==> config.mk <==
export PLATFORM = sky130hd
export DESIGN_NAME = bbd_ctrl
export DESIGN_NICKNAME = d
export VERILOG_FILES = /design/src/hdl/bbd_pkg.sv /design/src/hdl/bbd_ctrl.sv
export SDC_FILE = /design/constraint.sdc
export NUM_CORES = 1
export LEC_CHECK = 0
export ABC_AREA = 1
export BUFFER_PORTS_ARGS = -buffer_cell sky130_fd_sc_hd__buf_2
export CORE_AREA = 5 5 42 44
export DETAILED_ROUTE_END_ITERATION = 10
export DIE_AREA = 0 0 47 49
export GPL_TIMING_DRIVEN = 1
export HOLD_SLACK_MARGIN = 0.15
export PLACE_DENSITY = 0.38
export SLEW_MARGIN = 10
export SYNTH_ARGS = -nofsm -noshare
export SYNTH_HDL_FRONTEND = slang
export SYNTH_SLANG_ARGS = --single-unit
==> constraint.sdc <==
create_clock -name i_clk -period 1.9 [get_ports i_clk]
set_clock_uncertainty 0.05 [all_clocks]
set_input_delay 0.095 -clock i_clk [delete_from_list [all_inputs] [get_ports i_clk]]
set_output_delay 0.095 -clock i_clk [all_outputs]
set_load 0.005 [all_outputs]
==> src/hdl/bbd_pkg.sv <==
// bbd_pkg: constants, types and arithmetic helpers for the bayer demosaic block
// no dependencies; used by every other file of the block
package bbd_pkg;

    localparam int MAX_WIDTH      = 4096;
    localparam int MAX_HEIGHT     = 4096;
    localparam int SAMPLE_BITS    = 10;
    localparam int ADDR_BITS      = $clog2(MAX_WIDTH);
    localparam int ROW_BITS       = $clog2(MAX_HEIGHT);
    localparam int DIM_BITS       = 13;
    localparam int LEVEL_BITS     = 14;
    localparam int SUM_BITS       = SAMPLE_BITS + 2;
    localparam int SCALED_BITS    = SUM_BITS + 4;
    localparam int CFG_INDEX_BITS = 2;

    localparam logic [DIM_BITS-1:0] WIDTH_RESET  = DIM_BITS'(3280);
    localparam logic [DIM_BITS-1:0] HEIGHT_RESET = DIM_BITS'(2464);
    localparam logic [DIM_BITS-1:0] DIM_MIN      = DIM_BITS'(2);
    localparam logic [DIM_BITS-1:0] WIDTH_MAX    = DIM_BITS'(MAX_WIDTH);
    localparam logic [DIM_BITS-1:0] HEIGHT_MAX   = DIM_BITS'(MAX_HEIGHT);

    // reciprocal of three, exact for any dividend below 2**(RECIP_SHIFT-1)
    localparam int RECIP_SHIFT = SCALED_BITS + 1;
    localparam logic [RECIP_SHIFT-1:0] RECIP3 =
        RECIP_SHIFT'(((64'd1 << RECIP_SHIFT) + 64'd2) / 64'd3);

    localparam logic [CFG_INDEX_BITS-1:0] REG_FRAME_WIDTH  = CFG_INDEX_BITS'(0);
    localparam logic [CFG_INDEX_BITS-1:0] REG_FRAME_HEIGHT = CFG_INDEX_BITS'(1);

    localparam logic [1:0] SLOT_LAST = 2'd3;

    typedef enum logic [1:0] {
        S_IDLE,
        S_LOAD,
        S_EMIT
    } t_state;

    typedef struct packed {
        logic       load;
        logic       emit;
        logic       advance;
        logic [1:0] slot;
    } t_cmd;

    typedef struct packed {
        logic [3:0] emit_mask;
        logic       out_free;
    } t_stat;

    // floor(sum * 16 / count) for a neighbor count of one to four
    function automatic logic [LEVEL_BITS-1:0] mean16(input logic [SUM_BITS-1:0] sum,
                                                     input logic [2:0] cnt);
        logic [SCALED_BITS-1:0]             scaled;
        logic [SCALED_BITS+RECIP_SHIFT-1:0] prod;
        logic [LEVEL_BITS-1:0]              res;
        scaled = {sum, 4'b0000};
        prod   = scaled * RECIP3;
        unique case (cnt)
            3'd1:    res = LEVEL_BITS'(scaled);
            3'd2:    res = LEVEL_BITS'(scaled >> 1);
            3'd3:    res = LEVEL_BITS'(prod >> RECIP_SHIFT);
            3'd4:    res = LEVEL_BITS'(scaled >> 2);
            default: res = '0;
        endcase
        return res;
    endfunction

endpackage

==> src/hdl/bbd_ctrl.sv <==
// bbd_ctrl: sequencer that loads one sample then walks the four result slots
// depends on bbd_pkg
module bbd_ctrl (
    input  logic           i_clk,
    input  logic           i_rst_n,
    input  logic           i_pix_xfer,
    input  bbd_pkg::t_stat i_stat,
    output bbd_pkg::t_cmd  o_cmd,
    output logic           o_idle
);
    bbd_pkg::t_state r_state, n_state;
    logic [1:0]      r_slot, n_slot;
    logic            step;

    assign step = !i_stat.emit_mask[r_slot] || i_stat.out_free;

    always_ff @(posedge i_clk) begin
        if (!i_rst_n) begin
            r_state <= bbd_pkg::S_IDLE;
            r_slot  <= '0;
        end else begin
            r_state <= n_state;
            r_slot  <= n_slot;
        end
    end

    always_comb begin
        n_state = r_state;
        n_slot  = r_slot;
        unique case (r_state)
            bbd_pkg::S_IDLE: begin
                n_slot = '0;
                if (i_pix_xfer) n_state = bbd_pkg::S_LOAD;
            end
            bbd_pkg::S_LOAD: begin
                n_state = bbd_pkg::S_EMIT;
            end
            bbd_pkg::S_EMIT: begin
                if (step) begin
                    n_slot = r_slot + 1'b1;
                    if (r_slot == bbd_pkg::SLOT_LAST) n_state = bbd_pkg::S_IDLE;
                end
            end
            default: n_state = bbd_pkg::S_IDLE;
        endcase
    end

    always_comb begin
        o_cmd.load    = r_state == bbd_pkg::S_LOAD;
        o_cmd.emit    = (r_state == bbd_pkg::S_EMIT) && i_stat.emit_mask[r_slot]
                        && i_stat.out_free;
        o_cmd.advance = (r_state == bbd_pkg::S_EMIT) && step
                        && (r_slot == bbd_pkg::SLOT_LAST);
        o_cmd.slot    = r_slot;
        o_idle        = r_state == bbd_pkg::S_IDLE;
    end

endmodule

# == After elaboration in Yosys (flattened, before gate mapping) ==
# Index checks and enable logic that the tools add are counted.
# totals
register_bits,4
out_inout_bits,6
input_bits,8
# classes
n_addsub,1
reduce_logical,10
magnitude_cmp,1
mux,8
n_eq_ne,6
# ops
operator,n
2-bit two-way mux,4
"2-bit inequality test, second input constant",3
2-bit case mux with 3 select lines,1
"2-bit equality test, second input constant",2
1-bit logical AND,4
2-bit case mux with 2 select lines,1
"2-bit by 3-bit less-than comparator with 1-bit output, second input constant",1
3-bit AND reduction,1
"2-bit by 1-bit adder with 2-bit output, second input constant",1
1-bit binary-select mux with 2-bit select,1
"2-bit by 1-bit equality test with 1-bit output, second input constant",1
2-bit zero test,1
2-bit AND reduction,1
2-bit nonzero test,1
1-bit zero test,1
1-bit logical OR,1
1-bit two-way mux,1

# == Longest topological paths before layout ==
# Gate-level depths: netlist of run 1.
# logic_depth
ltp_word,6
depth_mapped,9
mapped_depth_nobuf,9

# == Worst setup path after synthesis of run 1 ==
# No wires, ideal clock.
# synth_path
kind,reg2reg
start,register r_slot[0]
end,register r_state[1]
setup_ns,0.109
path_stages_with_launch,10
arrival_time_ns,0.894
path_slack_ns,0.847
cell_sequence,dfxtp_1 > inv_2 > nand2_1 > nand3_2 > nand3_2 > nand2_1 > nand2_1 > nand2_1 > nand2_1 > inv_1
# synth_between
elab_chain_len,6
word_cells_on_any_way,8
classes_between,eq/ne (3); mux (2); reduce/logical (3)
# synth_rtl
item,line_no,rtl
start: declaration,bbd_ctrl.sv:12,"logic [1:0] r_slot, n_slot;"
start signal: assignment,bbd_ctrl.sv:23,r_slot <= n_slot;
1-bit binary-select mux with 2-bit select,bbd_ctrl.sv:15,assign step = !i_stat.emit_mask[r_slot] || i_stat.out_free;
1-bit two-way mux (implied by the code),bbd_ctrl.sv:15,
1-bit zero test,bbd_ctrl.sv:15,
1-bit logical OR,bbd_ctrl.sv:15,
2-bit inequality test (no line),-,
3-bit AND reduction (no line) (*),-,
end signal: assignment,bbd_ctrl.sv:19,r_state <= bbd_pkg::S_IDLE;
end signal: assignment,bbd_ctrl.sv:22,r_state <= n_state;
end: declaration,bbd_ctrl.sv:11,"bbd_pkg::t_state r_state, n_state;"
# Mark *: on every way between the ends. The rest lies on a longest branch, timed or not. The select of a mux whose other input is x is not followed.
# A chain may end at the register's enable or synchronous reset.

==> results of run 1 <==
-- critical path, stage by stage (launching register included) --
cell and delay [ns]:
dfxtp_1 0.39, inv_2 0.07, nand2_1 0.07, nand3_2 0.08, nand3_2 0.10, nand2_1 0.07
nor2_1 0.08, buf_2 0.11
-- state kept, by name, summed over array words and instances, names as in the netlist --
| register | count |
|---|---|
| r_slot | 2 |
| r_state | 2 |
-- repair_timing --
action | 4_1_cts | 5_1_grt
hold buffers | 3 | 0
endpoints found under the setup margin | 0 | 0
hold endpoints to repair | 4 | 0
-- cells in the final DEF, fill, tap and decap left out --
| master | instances |
|---|---|
| dlygate4sd3_1 | 3 |
| nor2_1 | 6 |
| nand3_1 | 3 |
| inv_1 | 8 |
| clkbuf_4 | 3 |
| inv_2 | 1 |
| a21oi_1 | 2 |
| nand3_2 | 3 |
| nand2_2 | 1 |
| nand2_1 | 12 |
| ha_1 | 1 |
| buf_2 | 13 |
| dfxtp_1 | 4 |
-- metrics by stage --
step	instance area [um2]	setup slack [ns]
floorplan	255	0.847
global placement	340	0.777
detailed placement	340	0.756
CTS	393	0.525
global route	393	0.414
finish	393	0.548
-- logic make-up (layout without fill, tap and decap cells) --
kind of cell             Yosys count  in the layout  share of synthesized area
AO/OA/AOI/OAI                      2              2                     0.0392
flip-flops                         4              4                      0.314
AND/OR/NAND/NOR                   25             25                      0.466
adder cells (fa/ha/maj)            1              1                     0.0490
buffers and inverters              9             28                      0.132
-- cell type report --
type	instances	area (um2)	area share
tap	16	20.0	0.0510
multi-input combinational	28	141	0.360
sequential	4	80.1	0.204
clock buffer	3	22.5	0.0573
timing repair buffer	16	95.1	0.242
inverter	9	33.8	0.0860
-- report_power, final --
group / switching, mW / total, mW / internal [mW]
Clock: 0.0292 / 0.0995 / 0.0703
Sequential: 0.00369 / 0.0928 / 0.0892
Combinational: 0.0260 / 0.0495 / 0.0234
Total: 0.0589 / 0.242 / 0.183
-- metal layers --
metal | vias to the layer above | GRT usage | part of all wire
li1 | 162 | - | -
met1 | 114 | 0.0855 | 0.49
met2 | 9 | 0.0950 | 0.40
met3 | 2 | 0.0295 | 0.10
met4 | 0 | 0.0415 | 0.0097
met5 | - | 0 | 0
-- worst max-delay path by stage --
stage	from	to	depth (start not counted)
2_1_floorplan	r_slot[0]	r_state[1]	9
3_3_place_gp	r_slot[0]	r_state[1]	9
3_5_place_dp	r_slot[0]	r_state[1]	9
4_1_cts	r_slot[0]	o_cmd[2]	7
5_1_grt	r_slot[0]	o_cmd[2]	7
6_report	r_slot[0]	o_cmd[2]	7
==> results.json, run 1 <==
{
  "holdPathEnd": "r_slot[1]",
  "holdWs_ns": 0.258,
  "antenna_found_initial": 0,
  "hold_path.startpoint": "i_stat[0]",
  "rows": 14,
  "finalSetupViolCount": 0,
  "utilization": 0.280,
  "yosysWarnings": 0,
  "antenna_cells": 0,
  "synthArstFlopShare": 0,
  "start_util": 0.182,
  "reg2reg_to": "r_state[1]",
  "pin_count": 14,
  "dieWidth_um": 47,
  "drcViolationCount": 0,
  "dp_hpwl_um": 527,
  "critPathLaunchType": "flip-flop",
  "status": "finished, final reports clean",
  "fin_tns_setup_ns": 0,
  "slew_violations": 0,
  "fillers": 174,
  "clock_sinks": 4,
  "path_class": "flip-flop to output pin",
  "power.total_mw": 0.242,
  "ctsResizeCount": 0,
  "synth.distinct_cells": 10,
  "clk_path_buf_depth": 2,
  "end_kind": "output pin",
  "vias_per_cell": 3.78,
  "cp.arrival_ns": 1.21,
  "ys_top_cells_by_area": "dfxtp_1 31%, nand2_1 18%, nand3_2 12%",
  "grt-ovfl-total": 0,
  "rsz0062_at_grt": "false",
  "wirelength_um": 621,
  "drive_above_1_share": 0.350,
  "clk_pin_slew_ns": 0.04,
  "ff2ff_path_depth": 9,
  "drtPass1Iterations": 3,
  "cp.required_ns": 1.75,
  "cts-root-buf": "clkbuf_4",
  "slew_headroom": 0.884,
  "syn-cell-area_um2": 255,
  "dieArea_um2": 2300,
  "area_delta_synth_final_pct": 53.9,
  "grt_max_degree": 6,
  "finalNetCount": 71,
  "synth_nets": 50,
  "fin_crit_sh": 0.711,
  "gp_congestion": 0.626,
  "holdCritPathClass": "input port to flip-flop",
  "cap_viol_max_count": 0,
  "yosysTopAreaCellShare": 0.314,
  "yosysMostFrequentCell": "nand2_1",
  "grt_pass1_vias": 294,
  "yosys_register_bits": 4,
  "leakage_nw": 0.226,
  "placed_cells": 70,
  "cts_buffers": 3,
  "num_vias": 287,
  "post_drt_wl_per_cell_um": 8.17,
  "ir_drop_mv": 0.288,
  "core_um2": 1400,
  "grt_use_total": 0.0690,
  "synth_common_cells": "12 x nand2_1, 8 x inv_1, 6 x nor2_1, 4 x dfxtp_1",
  "portBuffers": 13,
  "die_h_um": 49,
  "ff2ff_setup_slack_ns": 0.76,
  "synth_top_cell_by_area": "dfxtp_1",
  "min_period_ns": 1.35,
  "synth_flop_cell": "dfxtp_1",
  "min_path_cells": 5,
  "clock_latency_ns": 0.23,
  "postCtsSetupBuffers": 0,
  "avgSynthCellArea_um2": 6.23,
  "max_freq_ghz": 0.740,
  "power_density_nw_per_um2": 615,
  "critPathMaxFanout": 5,
  "yosysSeqAreaShare": 0.314,
  "tightestPinTransition_ns": 0.174,
  "grt_pass1_wl_mm": 1.17,
  "r2r-start": "r_slot[0]",
  "cts_tree": "done",
  "htree_levels": 1,
  "finalNonFillerCells": 76,
  "detail-route-antenna-nets": 0,
  "drt_iter0_markers": 4,
  "synth_edf_count": 0,
  "finalHoldViolCount": 0,
  "netlist_instances": 41
}
Note: power is estimated with default switching activity, not from simulation.
==> run 2, diff against run 1 <==
==> constraint.sdc (replaced) <==
create_clock -name i_clk -period 1.4 [get_ports i_clk]
set_clock_uncertainty 0.05 [all_clocks]
set_input_delay 0.07 -clock i_clk [delete_from_list [all_inputs] [get_ports i_clk]]
set_output_delay 0.07 -clock i_clk [all_outputs]
set_load 0.005 [all_outputs]
==> run 2 against run 1 <==
  * Worst hold slack worse by 0.014 ns
  * Final cell count stayed put
  * Critical path depth down 2
  * Design area rose by 0.32%
  * Power rose by 36%
  * Largest power group unchanged
  * Flip-flop and latch count unchanged
  * Worst setup slack got worse by 0.45 ns
==> results.json, run 2 (synthesis gave the netlist of run 1 again) <==
{
  "min_period_ns": 1.31,
  "slew_headroom": 0.882,
  "utilization": 0.281,
  "grt-ovfl-total": 0,
  "dieWidth_um": 47,
  "fin_crit_sh": 0.933,
  "cts_buffers": 3,
  "status": "finished, final reports clean",
  "detail-route-antenna-nets": 0,
  "cts_tree": "done",
  "cp.arrival_ns": 1.38,
  "clk_pin_slew_ns": 0.04,
  "reg2reg_to": "r_state[1]",
  "min_path_cells": 6,
  "pin_count": 14,
  "drive_above_1_share": 0.367,
  "slew_violations": 0,
  "cts-root-buf": "clkbuf_4",
  "critPathMaxFanout": 4,
  "rows": 14,
  "post_drt_wl_per_cell_um": 7.91,
  "r2r-start": "r_slot[0]",
  "dieArea_um2": 2300,
  "regArea_um2": 81.3,
  "drt_iter0_markers": 2,
  "start_util": 0.182,
  "final_common_cell": "buf_2",
  "ir_drop_mv": 0.480,
  "dp_hpwl_um": 498,
  "path_class": "input port to flip-flop",
  "clock_sinks": 4,
  "cp.required_ns": 1.47,
  "drtPass1Iterations": 4,
  "cap_viol_max_count": 0,
  "num_vias": 280,
  "wirelength_um": 601,
  "die_h_um": 49,
  "clk_path_buf_depth": 2,
  "vias_per_cell": 3.68,
  "grt_pass1_vias": 249,
  "finalNetCount": 71,
  "multi_input_area_um2": 141,
  "rsz0062_at_grt": "false",
  "area_delta_synth_final_pct": 54.4,
  "gp_congestion": 0.676,
  "fillers": 169,
  "holdPathEnd": "r_slot[1]",
  "holdCritPathClass": "input port to flip-flop",
  "antenna_found_initial": 0,
  "core_um2": 1400,
  "power_density_nw_per_um2": 833,
  "finalSetupViolCount": 0,
  "ff2ff_setup_slack_ns": 0.33,
  "antenna_cells": 0,
  "leakage_nw": 0.226,
  "mostFrequentLayoutCells": "13 x buf_2, 12 x nand2_1, 8 x inv_1",
  "reg.largest.list": "r_slot x2, r_state x2",
  "clock_latency_ns": 0.23,
  "hold_path.startpoint": "i_stat[0]",
  "end_kind": "flip-flop",
  "grt_pass1_wl_um": 993,
  "finalHoldViolCount": 0,
  "portBuffers": 13,
  "grt_use_total": 0.0598,
  "fin_tns_setup_ns": 0,
  "max_freq_ghz": 0.766,
  "critPathLaunchType": "input port",
  "tightestPinTransition_ns": 0.177,
  "htree_levels": 1,
  "ff2ff_path_depth": 9,
  "drcViolationCount": 0,
  "grt_max_degree": 6
}
## run 2: cell counts in the layout (fill, tap and decap cells not counted)
Identical to the previous run, type by type.
## run 2: worst max path at each step
stage                          from         end  slack (ns)
after global routing      r_slot[0]    o_cmd[2]       0.003
after detailed placement  r_slot[0]  r_state[1]        0.25
after floorplan           r_slot[0]  r_state[1]        0.35
after global placement    r_slot[0]  r_state[1]        0.27
final                       i_rst_n  r_state[0]        0.09
after CTS                 r_slot[0]    o_cmd[2]        0.03
## run 2: where the power goes
group	internal, mW	switching (mW)
registers	0.121	0.00532
clock network	0.0954	0.0398
logic	0.0317	0.0348
total	0.249	0.0799
## run 2: worst max-delay path: stages
cell           delay (ns)
dlygate4sd3_1        0.53
buf_2                0.14
nand2_1              0.06
dlygate4sd3_1        0.54
nor2_1               0.04
## run 2: metal layers
metal	up-vias	GRT usage	wire [um]
met5	-	0	0
met4	0	0.0415	0
met3	0	0.0295	64
met2	9	0.0792	250
met1	107	0.0722	286
li1	164	-	-
## run 2: metrics by stage
step           power [mW]  hold WS, ns  setup slack (ns)  cells  instance area, um2
4_1_cts             0.339        0.231            0.0272     76                 393
5_1_grt             0.358        0.263           0.00292     76                 394
6_report            0.328        0.244            0.0941     76                 394
2_1_floorplan       0.164        0.118             0.347     41                 255
3_3_place_gp        0.190        0.251             0.267     70                 340
3_5_place_dp        0.189        0.250             0.253     70                 340
## run 2: area by class of cell
cell class | instances | share of cell area
clock buffer | 3 | 0.0571
multi-input combinational | 28 | 0.359
timing repair buffer | 16 | 0.241
inverter | 9 | 0.0857
sequential | 4 | 0.206
tap | 16 | 0.0508
## run 2: timing repair
action | 4_1_cts | 5_1_grt
hold endpoints to repair | 4 | 0
endpoints found under the setup margin | 0 | 1
hold buffers | 3 | 0
gates resized for setup | 0 | 1
setup buffers | 0 | 0
